`src/tws_pkg.sv`:
```
// ----------------------------------------------------------------------------
// tws_pkg
// shared types and constants of the three-wire serial master
// ----------------------------------------------------------------------------
package tws_pkg;

    localparam logic [4:0] MAX_DATA_BYTES = 5'd31;

    localparam logic [1:0] OP_TICK  = 2'd0;
    localparam logic [1:0] OP_WRITE = 2'd1;
    localparam logic [1:0] OP_READ  = 2'd2;

    typedef struct packed {
        logic       ce;
        logic       sclk;
        logic       io_out;
        logic       io_drive;
        logic       busy;
        logic       wdata_taken;
        logic [7:0] rdata;
        logic       rdata_valid;
        logic       done;
    } t_result;

endpackage

```
`src/tws_seq.sv`:
```
// ----------------------------------------------------------------------------
// tws_seq
// half-bit phase sequencer: one step per accepted request
// ----------------------------------------------------------------------------
module tws_seq (
    input  logic             i_clk,
    input  logic             i_rst_n,
    input  logic             i_step,
    input  logic [1:0]       i_op,
    input  logic [7:0]       i_command,
    input  logic [4:0]       i_data_bytes,
    input  logic [7:0]       i_wdata,
    input  logic             i_io_in,
    output tws_pkg::t_result o_res
);

    typedef enum logic [2:0] {
        PH_IDLE      = 3'd0,
        PH_CMD_LOW   = 3'd1,
        PH_CMD_HIGH  = 3'd2,
        PH_WR_LOW    = 3'd3,
        PH_WR_HIGH   = 3'd4,
        PH_RD_FALL   = 3'd5,
        PH_RD_SAMPLE = 3'd6,
        PH_FINISH    = 3'd7
    } t_phase;

    t_phase     r_phase, n_phase;
    logic [2:0] r_bit_index, n_bit_index;
    logic [4:0] r_bytes_left, n_bytes_left;
    logic [7:0] r_shift_byte, n_shift_byte;
    logic       r_is_read, n_is_read;
    logic       r_clock_level, n_clock_level;
    logic       r_enable_level, n_enable_level;

    logic [4:0] start_count;
    logic [4:0] dec_bytes;
    logic       io_out, io_drive, taken, rvalid, done;
    logic [7:0] rdata;

    always_comb begin
        if (i_data_bytes == 5'd0) begin
            start_count = 5'd1;
        end else if (i_data_bytes > tws_pkg::MAX_DATA_BYTES) begin
            start_count = tws_pkg::MAX_DATA_BYTES;
        end else begin
            start_count = i_data_bytes;
        end
    end

    assign dec_bytes = r_bytes_left - 5'd1;

    always_comb begin
        n_phase        = r_phase;
        n_bit_index    = r_bit_index;
        n_bytes_left   = r_bytes_left;
        n_shift_byte   = r_shift_byte;
        n_is_read      = r_is_read;
        n_clock_level  = r_clock_level;
        n_enable_level = r_enable_level;
        io_out         = 1'b0;
        io_drive       = 1'b0;
        taken          = 1'b0;
        rvalid         = 1'b0;
        rdata          = 8'd0;
        done           = 1'b0;
        unique case (r_phase)
            PH_IDLE: begin
                if (i_op == tws_pkg::OP_WRITE || i_op == tws_pkg::OP_READ) begin
                    n_bytes_left   = start_count;
                    n_is_read      = (i_op == tws_pkg::OP_READ);
                    n_shift_byte   = i_command;
                    n_bit_index    = 3'd0;
                    n_enable_level = 1'b1;
                    n_clock_level  = 1'b0;
                    io_drive       = 1'b1;
                    io_out         = i_command[0];
                    n_phase        = PH_CMD_HIGH;
                end
            end
            PH_CMD_LOW, PH_WR_LOW: begin
                if (r_phase == PH_WR_LOW && r_bit_index == 3'd0) begin
                    n_shift_byte = i_wdata;
                    taken        = 1'b1;
                end
                n_clock_level = 1'b0;
                io_drive      = 1'b1;
                io_out        = n_shift_byte[0];
                n_phase       = (r_phase == PH_CMD_LOW) ? PH_CMD_HIGH : PH_WR_HIGH;
            end
            PH_CMD_HIGH, PH_WR_HIGH: begin
                n_clock_level = 1'b1;
                io_drive      = 1'b1;
                io_out        = r_shift_byte[0];
                n_shift_byte  = {1'b0, r_shift_byte[7:1]};
                if (r_bit_index == 3'd7) begin
                    n_bit_index = 3'd0;
                    if (r_phase == PH_CMD_HIGH) begin
                        n_phase = r_is_read ? PH_RD_FALL : PH_WR_LOW;
                    end else begin
                        n_bytes_left = dec_bytes;
                        n_phase      = (dec_bytes == 5'd0) ? PH_FINISH : PH_WR_LOW;
                    end
                end else begin
                    n_bit_index = r_bit_index + 3'd1;
                    n_phase     = (r_phase == PH_CMD_HIGH) ? PH_CMD_LOW : PH_WR_LOW;
                end
            end
            PH_RD_FALL: begin
                n_clock_level = 1'b0;
                n_phase       = PH_RD_SAMPLE;
            end
            PH_RD_SAMPLE: begin
                n_shift_byte  = {i_io_in, r_shift_byte[7:1]};
                n_clock_level = 1'b1;
                n_phase       = PH_RD_FALL;
                if (r_bit_index == 3'd7) begin
                    n_bit_index  = 3'd0;
                    rdata        = n_shift_byte;
                    rvalid       = 1'b1;
                    n_bytes_left = dec_bytes;
                    if (dec_bytes == 5'd0) begin
                        n_clock_level = 1'b0;
                        n_phase       = PH_FINISH;
                    end
                end else begin
                    n_bit_index = r_bit_index + 3'd1;
                end
            end
            PH_FINISH: begin
                n_enable_level = 1'b0;
                n_clock_level  = 1'b0;
                done           = 1'b1;
                n_phase        = PH_IDLE;
            end
        endcase
    end

    always_ff @(posedge i_clk) begin
        if (!i_rst_n) begin
            r_phase        <= PH_IDLE;
            r_bit_index    <= 3'd0;
            r_bytes_left   <= 5'd0;
            r_shift_byte   <= 8'd0;
            r_is_read      <= 1'b0;
            r_clock_level  <= 1'b0;
            r_enable_level <= 1'b0;
        end else if (i_step) begin
            r_phase        <= n_phase;
            r_bit_index    <= n_bit_index;
            r_bytes_left   <= n_bytes_left;
            r_shift_byte   <= n_shift_byte;
            r_is_read      <= n_is_read;
            r_clock_level  <= n_clock_level;
            r_enable_level <= n_enable_level;
        end
    end

    always_comb begin
        o_res.ce          = n_enable_level;
        o_res.sclk        = n_clock_level;
        o_res.io_out      = io_out;
        o_res.io_drive    = io_drive;
        o_res.busy        = (n_phase != PH_IDLE);
        o_res.wdata_taken = taken;
        o_res.rdata       = rdata;
        o_res.rdata_valid = rvalid;
        o_res.done        = done;
    end

`ifndef SYNTH
    a_idle_released: assert property (@(posedge i_clk) disable iff (!i_rst_n)
        r_phase == PH_IDLE |-> !r_enable_level && !r_clock_level)
        else $error("idle with chip enable or clock high");
    a_bytes_nonzero: assert property (@(posedge i_clk) disable iff (!i_rst_n)
        (r_phase == PH_WR_LOW || r_phase == PH_RD_FALL || r_phase == PH_RD_SAMPLE)
        |-> r_bytes_left != 5'd0)
        else $error("data phase with no bytes left");
    a_finish_to_idle: assert property (@(posedge i_clk) disable iff (!i_rst_n)
        r_phase == PH_FINISH && i_step |=> r_phase == PH_IDLE)
        else $error("finish step did not return to idle");
`endif

endmodule

```
`src/three_wire_serial_master.sv`:
```
// ----------------------------------------------------------------------------
// three_wire_serial_master
// lsb-first three-wire serial master, one half-bit phase per request
// ----------------------------------------------------------------------------
// input channel: i_in_valid / o_in_ready carry one request per half-bit tick:
// op (tick, start write, start read), command byte, data byte count, the next
// write byte and the sampled level of the data line.
// output channel: o_out_valid / i_out_ready carry one result per request:
// chip enable, clock and data line levels, busy, write byte taken, read byte
// and its valid flag, and transaction done.
// latency: the result of a request is valid the cycle after it is accepted.
// throughput: one request per cycle unless the receiver stalls; the phase
// sequencer steps once per accepted request and the result register is
// refilled in the same cycle it is drained.
// a stalled receiver holds the result register; o_in_ready stays low until
// the result is taken, so no request is lost or repeated.
// reset returns the sequencer to idle with chip enable and clock low and
// empties the result register.
// ----------------------------------------------------------------------------
module three_wire_serial_master (
    input  logic       i_clk,
    input  logic       i_rst_n,
    input  logic       i_in_valid,
    output logic       o_in_ready,
    input  logic [1:0] i_op,
    input  logic [7:0] i_command,
    input  logic [4:0] i_data_bytes,
    input  logic [7:0] i_wdata,
    input  logic       i_io_in,
    output logic       o_out_valid,
    input  logic       i_out_ready,
    output logic       o_ce,
    output logic       o_sclk,
    output logic       o_io_out,
    output logic       o_io_drive,
    output logic       o_busy_res,
    output logic       o_wdata_taken,
    output logic [7:0] o_rdata,
    output logic       o_rdata_valid,
    output logic       o_done_res
);

    tws_pkg::t_result step_res;
    tws_pkg::t_result r_res;
    logic             r_out_valid;
    logic             accept;

    assign o_in_ready = !r_out_valid || i_out_ready;
    assign accept     = i_in_valid && o_in_ready;

    tws_seq u_seq (
        .i_clk        (i_clk),
        .i_rst_n      (i_rst_n),
        .i_step       (accept),
        .i_op         (i_op),
        .i_command    (i_command),
        .i_data_bytes (i_data_bytes),
        .i_wdata      (i_wdata),
        .i_io_in      (i_io_in),
        .o_res        (step_res)
    );

    always_ff @(posedge i_clk) begin
        if (!i_rst_n) begin
            r_out_valid <= 1'b0;
        end else if (accept) begin
            r_out_valid <= 1'b1;
        end else if (i_out_ready) begin
            r_out_valid <= 1'b0;
        end
    end

    always_ff @(posedge i_clk) begin
        if (accept) begin
            r_res <= step_res;
        end
    end

    assign o_out_valid   = r_out_valid;
    assign o_ce          = r_res.ce;
    assign o_sclk        = r_res.sclk;
    assign o_io_out      = r_res.io_out;
    assign o_io_drive    = r_res.io_drive;
    assign o_busy_res    = r_res.busy;
    assign o_wdata_taken = r_res.wdata_taken;
    assign o_rdata       = r_res.rdata;
    assign o_rdata_valid = r_res.rdata_valid;
    assign o_done_res    = r_res.done;

`ifndef SYNTH
    a_done_drops_ce: assert property (@(posedge i_clk) disable iff (!i_rst_n)
        o_out_valid && o_done_res |-> !o_ce && !o_sclk && !o_busy_res)
        else $error("done reported with chip enable, clock or busy high");
    a_read_write_excl: assert property (@(posedge i_clk) disable iff (!i_rst_n)
        o_out_valid |-> !(o_rdata_valid && (o_wdata_taken || o_io_drive)))
        else $error("read byte reported while driving the line");
    a_released_low: assert property (@(posedge i_clk) disable iff (!i_rst_n)
        o_out_valid && !o_io_drive |-> !o_io_out)
        else $error("data bit set while line released");
    a_drive_in_txn: assert property (@(posedge i_clk) disable iff (!i_rst_n)
        o_out_valid && o_io_drive |-> o_ce && o_busy_res)
        else $error("line driven outside a transaction");
`endif

endmodule
```
`config.mk`:
```
export PLATFORM = sky130hd
export DESIGN_NAME = three_wire_serial_master
export DESIGN_NICKNAME = d
export VERILOG_FILES = /design/src/tws_pkg.sv /design/src/tws_seq.sv /design/src/three_wire_serial_master.sv
export SDC_FILE = /design/constraint.sdc
export NUM_CORES = 1
export LEC_CHECK = 0
export ABC_CLOCK_PERIOD_IN_PS = 2400
export BUFFER_PORTS_ARGS = -buffer_cell sky130_fd_sc_hd__buf_4
export CORE_AREA = 2 2 72 74
export CTS_CLUSTER_SIZE = 8
export DETAILED_ROUTE_END_ITERATION = 12
export DIE_AREA = 0 0 74 76
export GPL_TIMING_DRIVEN = 0
export HOLD_SLACK_MARGIN = 0.02
export PLACE_DENSITY = 0.66
export SLEW_MARGIN = 10
export SYNTH_ARGS = -nofsm -noshare
export SYNTH_HDL_FRONTEND = slang
export SYNTH_SLANG_ARGS = --single-unit
```
`constraint.sdc`:
```
create_clock -name i_clk -period 2.4 [get_ports i_clk]
set_input_delay 0.12 -clock i_clk [delete_from_list [all_inputs] [get_ports i_clk]]
set_output_delay 0.12 -clock i_clk [all_outputs]
set_load 0.01 [all_outputs]
```
* After elaboration in Yosys (flattened, before gate mapping) *
Cells that the tools add are included.
Widths: inputs -> output; s select.

word-level totals
  register bits = 39
  bits of input ports = 28
  word-level logic and storage cells = 99
  output and inout bits = 18

operators by class
  add/subtract/negate cells = 2
  equality and inequality tests = 15
  order comparisons = 1
  mux-type cells = 38
  reduce and logical (&&, ||, !) cells = 25

operators with widths
  kind                 count
  $pmux 8 s4           1
  $mux 5               6
  $mux 3               9
  $pmux 3 s6           1
  $mux 8               2
  $eq 3x3->1 const B   5
  $pmux 5 s3           1
  $mux 1               11
  $logic_not 5->1      2
  $reduce_and 3->1     3
  $ne 2x1->1 const B   4
  $reduce_or 4->1      2
  $eq 3x2->1 const B   2
  $logic_not 3->1      2
  $pmux 3 s2           1
  $reduce_and 6->1     1
  $reduce_bool 3->1    2
  $gt 5x5->1 const B   1
  $sub 5x1->5 const B  1
  $mux 2               2
  $pmux 1 s2           2
  $pmux 1 s4           1
  $reduce_and 4->1     1
  $reduce_bool 2->1    2
  other kinds (13)     16

* Logic depth before layout (Yosys ltp) *
  depth in word-level cells = 7
  mapped depth = 7

* By module *
A second synthesis with hierarchy kept.

unflattened totals
  cells, all modules = 247
  area, all modules = 2244.7 µm²

by module, submodules not included
  module                    cells an instance  instances  area an instance (µm²)
  tws_seq                   226                1          1706.6
  three_wire_serial_master  21                 1          538.0

* Worst setup path after synthesis *
OpenSTA, ideal clock, no wires.

  path kind = input-to-reg
  start point = input i_op[0]
  end point = register u_seq.r_bytes_left[0]
  stages on the path = 7
  arrival = 1.638 ns
  required time = 2.326 ns
  setup time = 0.074 ns
  slack = 0.687 ns
  cell sequence = inv_1 ha_1 or3_1 a211o_1 buf_6 or3_1 a31oi_1

between the ends
  cells in the longest elaborated chain, start to end = 4
  elaborated cells on any way between the ends = 5
  those cells by class = eq/ne: 3; reduce/logical: 2

RTL lines
  what                                             line                            RTL
  start, declared                                  three_wire_serial_master.sv:25  input logic [1:0] i_op,
  $eq 2x1->1 / $eq 2x2->1 (equally long branches)  tws_seq.sv:69                   if (i_op == tws_pkg::OP_WRITE || i_op == tws_pkg::OP_READ) begin
  $logic_or 1x1->1 (*)                             tws_seq.sv:69
  $ne 2x1->1 (no source line) (*)                  --
  $reduce_and 6->1 (no source line) (*)            --
  end signal, assigned                             tws_seq.sv:151                  r_bytes_left <= n_bytes_left;
  end, declared                                    tws_seq.sv:30                   logic [4:0] r_bytes_left, n_bytes_left;

Every way passes the cells marked *; elsewhere a longest branch is shown, timed or not.
A chain may end at the register's enable or synchronous reset.

* Final worst setup path *
  start point = register u_seq.r_bit_index[0]
  end point = register u_seq.r_shift_byte[5]

between the ends
  cells in the longest elaborated chain, start to end = 4

RTL lines
  what                               line            RTL
  start, declared                    tws_seq.sv:29   logic [2:0] r_bit_index, n_bit_index;
  start signal, assigned             tws_seq.sv:150  r_bit_index <= n_bit_index;
  $logic_not 3->1                    tws_seq.sv:82   if (r_phase == PH_WR_LOW && r_bit_index == 3'd0) begin
  $logic_and 1x1->1                  tws_seq.sv:82
  $ne 2x1->1 (no source line)        --
  $reduce_and 4->1 (no source line)  --
  end signal, assigned               tws_seq.sv:152  r_shift_byte <= n_shift_byte;
  end, declared                      tws_seq.sv:31   logic [7:0] r_shift_byte, n_shift_byte;

Every way passes these cells.

==> impl_results.md <==
- Status: finished clean
- Die area: roughly 5600 sq um
- Cell Chain, Critical Path: inv_1 -> ha_1 -> nand3b_1 -> nor4_4 -> or2_2 -> clkbuf_1 -> a311oi_1
- Hold crit path type: in2reg
- Setup violations, final: 0
- Hold Buf Count CTS: 0
- Fin Setup TNS: 0 ns
- Met2 GRT Util: 0.299
- First-iteration detailed-routing DRC count: 152
- Yosys warning total: 0
- Util after Layout: 0.534
- Leakage power: between 1 and 1.5 nW
- Async set-reset flop share out of synthesis: 0
- Grt met3 use: 0.0331
- Overall routing resource usage: 0.181
- Fin. Hold Viols: 0
- Synth Net Count: 256
- WL/cell: 13.9 microns
- N_diodes: 0
- Slowest cell on crit path: nor4_4
- Slew margin rel.: 0.541
- Post-DRT Antenna Nets: 0
- Initial core utilization: 0.425
- Critical path startpoint category: flip-flop
- Fill count: between 400 and 500
- Top cells by area, synth: edfxtp_1 (23%), dfxtp_1 (22%), a21oi_1 (4.3%)
- Grt total ovfl: 0
- RSZ-0062 raised after global routing: no
- CP Max Fanout: 8
- Residual DRC: 0
- Die Span Y: between 70 and 80 microns
- Critical path required time: ~2.6 ns
- Post-cts sizing count: 0
- Pin count of the biggest net entering global routing: 19
- Most common cell in the netlist: dfxtp_1
- CTS buffer count: 5
- Via density: roughly 5.4
- Worst-Margin Slew: ~0.69 ns
- Clock sinks: 39
- Final HPWL DP: roughly 3400 microns
- Register area share after synthesis: 0.451
- Post-route clock period utilization: 0.801
- Slew Limit Fails: 0
- Post-synth top area cell: edfxtp_1
- Share of cells above drive strength 1: 0.262
- Skew-Pair Late Insertion Delay: just under 0.3 ns
- Worst EP arrival: between 2 and 2.5 ns
- Yosys cell types: 50
- First-pass GRT wire length: a little over 8000 microns
- Placed Area: ~2500 sq um
- Share of the synthesized area in the top cell type: 0.230
- GP Congestion: a little over 0.8
- Final Skew: between 0.005 and 0.006 ns
- MaxCap Viol Count: 0
- F_max: approximately 0.52 GHz
- Post-synth EDFFs: 16
- Crit path kind: reg2reg
- Buffers on Ports: 45
- Routing usage on met1: 0.236
- Vias in the first global route: between 1,500 and 2,000
- CP peak stage delay: ~0.42 ns
- Pwr dens: roughly 620 nW/um^2
- #FFs+latches synth: 39
- Top_reg_cell synth: dfxtp_1
- Cell area after layout: 2620 sq um
- Synth-to-Final Area Change: 25.8%
- Pre-Repair DR Iteration Count: 4
- Maximum VDD drop: 0.254 mV
- Vias: 1,864
- Post-Syn Instances: roughly 220
- Die Width: around 74 microns
- Core footprint: between 4000 and 5000 sq um
- CTS tree: built
- Wirelength, routed: about 4800 microns
- Commonest cells in the netlist: dfxtp_1 (23), nand2_1 (20), a21oi_1 (18)
- Setup Fix Bufs, Post-CTS: 0
- Kind of end point of the critical path: flip-flop
- Core Rows: 26
- Syn avg cell area: between 9 and 10 sq um
- Busiest grt layer: met2
- Minimum clock period: 1.92 ns
- Root Driver: clkbuf_8
- Total design power: approximately 1.6 mW
- Clock Path Buffers: 2
- Initial antenna violation count: 0
- H-tree levels: 2
- Clk slew on worst S/H paths: 0.08 ns
- Fin nets: approximately 310
- Post-synthesis instance area: between 2000 and 2500 sq um
- Ports: 46
==> flip-flops by register name, summed over array words and instances (netlist names), 3 cells and up <==
name	flops
o_rdata	8
u_seq.r_bytes_left	5
u_seq.r_bit_index	3
u_seq.r_phase	3
u_seq.r_shift_byte	8
==> worst max-delay path, delay by kind of cell (launching register included) <==
kind                       cells  cell delay (ns)
and+or+nand+nor                3             0.81
adders and majority gates      1             0.14
DFF                            1             0.34
buffers and inverters          2             0.34
AOI/OAI and AO/OA              1             0.15
==> cell usage in the layout (no fill, tap or decap), types with 4 or more instances in the layout <==
master / Yosys / layout
o21ai_0: 7 / 7
clkbuf_1: 6 / 6
nand3_1: 5 / 5
clkbuf_8: 2 / 7
nand2_1: 20 / 20
nor2_1: 14 / 14
a22oi_1: 8 / 8
a311oi_1: 7 / 7
dfxtp_1: 23 / 23
edfxtp_1: 16 / 16
or3_1: 5 / 5
nand2b_1: 4 / 4
nor3_1: 12 / 12
a21oi_1: 18 / 18
inv_1: 12 / 12
ha_1: 6 / 6
buf_4: 1 / 46
a31oi_1: 5 / 5
and2_1: 8 / 8
==> report_power, final <==
group	leakage, nW	switching (mW)	total (mW)	internal [mW]
clock network	0.0581	0.237	0.547	0.310
logic	0.654	0.170	0.316	0.146
registers	0.348	0.0279	0.768	0.740
total	1.06	0.435	1.63	1.20
==> layout make-up <==
| cell class | count | area, sq um | share of cell area |
|---|---|---|---|
| Sequential cell | 39 | 941 | 0.359 |
| Timing Repair Buffer | 45 | 338 | 0.129 |
| Clock buffer | 5 | 68.8 | 0.0262 |
| Tap cell | 70 | 87.6 | 0.0334 |
| Multi-Input combinational cell | 157 | 1000 | 0.383 |
| Clock inverter | 3 | 43.8 | 0.0167 |
| Inverter | 12 | 45.0 | 0.0172 |
| Buffer | 14 | 95.1 | 0.0362 |
==> per-stage QoR <==
stage | setup WS [ns] | cells | hold slack (ns)
final | 0.478 | 345 | 0.115
after global placement | 0.491 | 337 | 0.416
after detailed placement | 0.488 | 337 | 0.416
after global routing | 0.282 | 345 | 0.125
after floorplan | 0.687 | 222 | 0.249
after CTS | 0.439 | 345 | 0.108
==> final timing paths <==
kind,from,end,slack (ns),cells past startpoint
worst max-delay path,u_seq.r_bit_index[0]$_SDFFE_PN0P_,u_seq.r_shift_byte[5]$_SDFFE_PN0P_,0.48,7
worst min-delay path,i_command[7],u_seq.r_shift_byte[7]$_SDFFE_PN0P_,0.12,3
worst max register to register,u_seq.r_bit_index[0]$_SDFFE_PN0P_,u_seq.r_shift_byte[5]$_SDFFE_PN0P_,0.48,7
worst min register to register,u_seq.r_enable_level$_SDFFE_PN0P_,u_seq.r_enable_level$_SDFFE_PN0P_,0.47,2
==> metal layers <==
layer / share of wire / vias up
li1: - / 926
met4: 0.014 / 0
met1: 0.45 / 873
met3: 0.062 / 7
met5: 0 / -
met2: 0.48 / 58
==> logic make-up (layout without fill, tap and decap cells) <==
logic type / Yosys count / count (layout) / share of synthesized area
muxes: 2 / 2 / 0.00960
and+or+nand+nor: 83 / 83 / 0.217
adders and majority gates: 6 / 6 / 0.0360
DFF: 39 / 39 / 0.451
AOI/OAI and AO/OA: 66 / 66 / 0.219
buffers and inverters: 26 / 79 / 0.0672
Note: power is estimated with default switching activity, not from simulation.
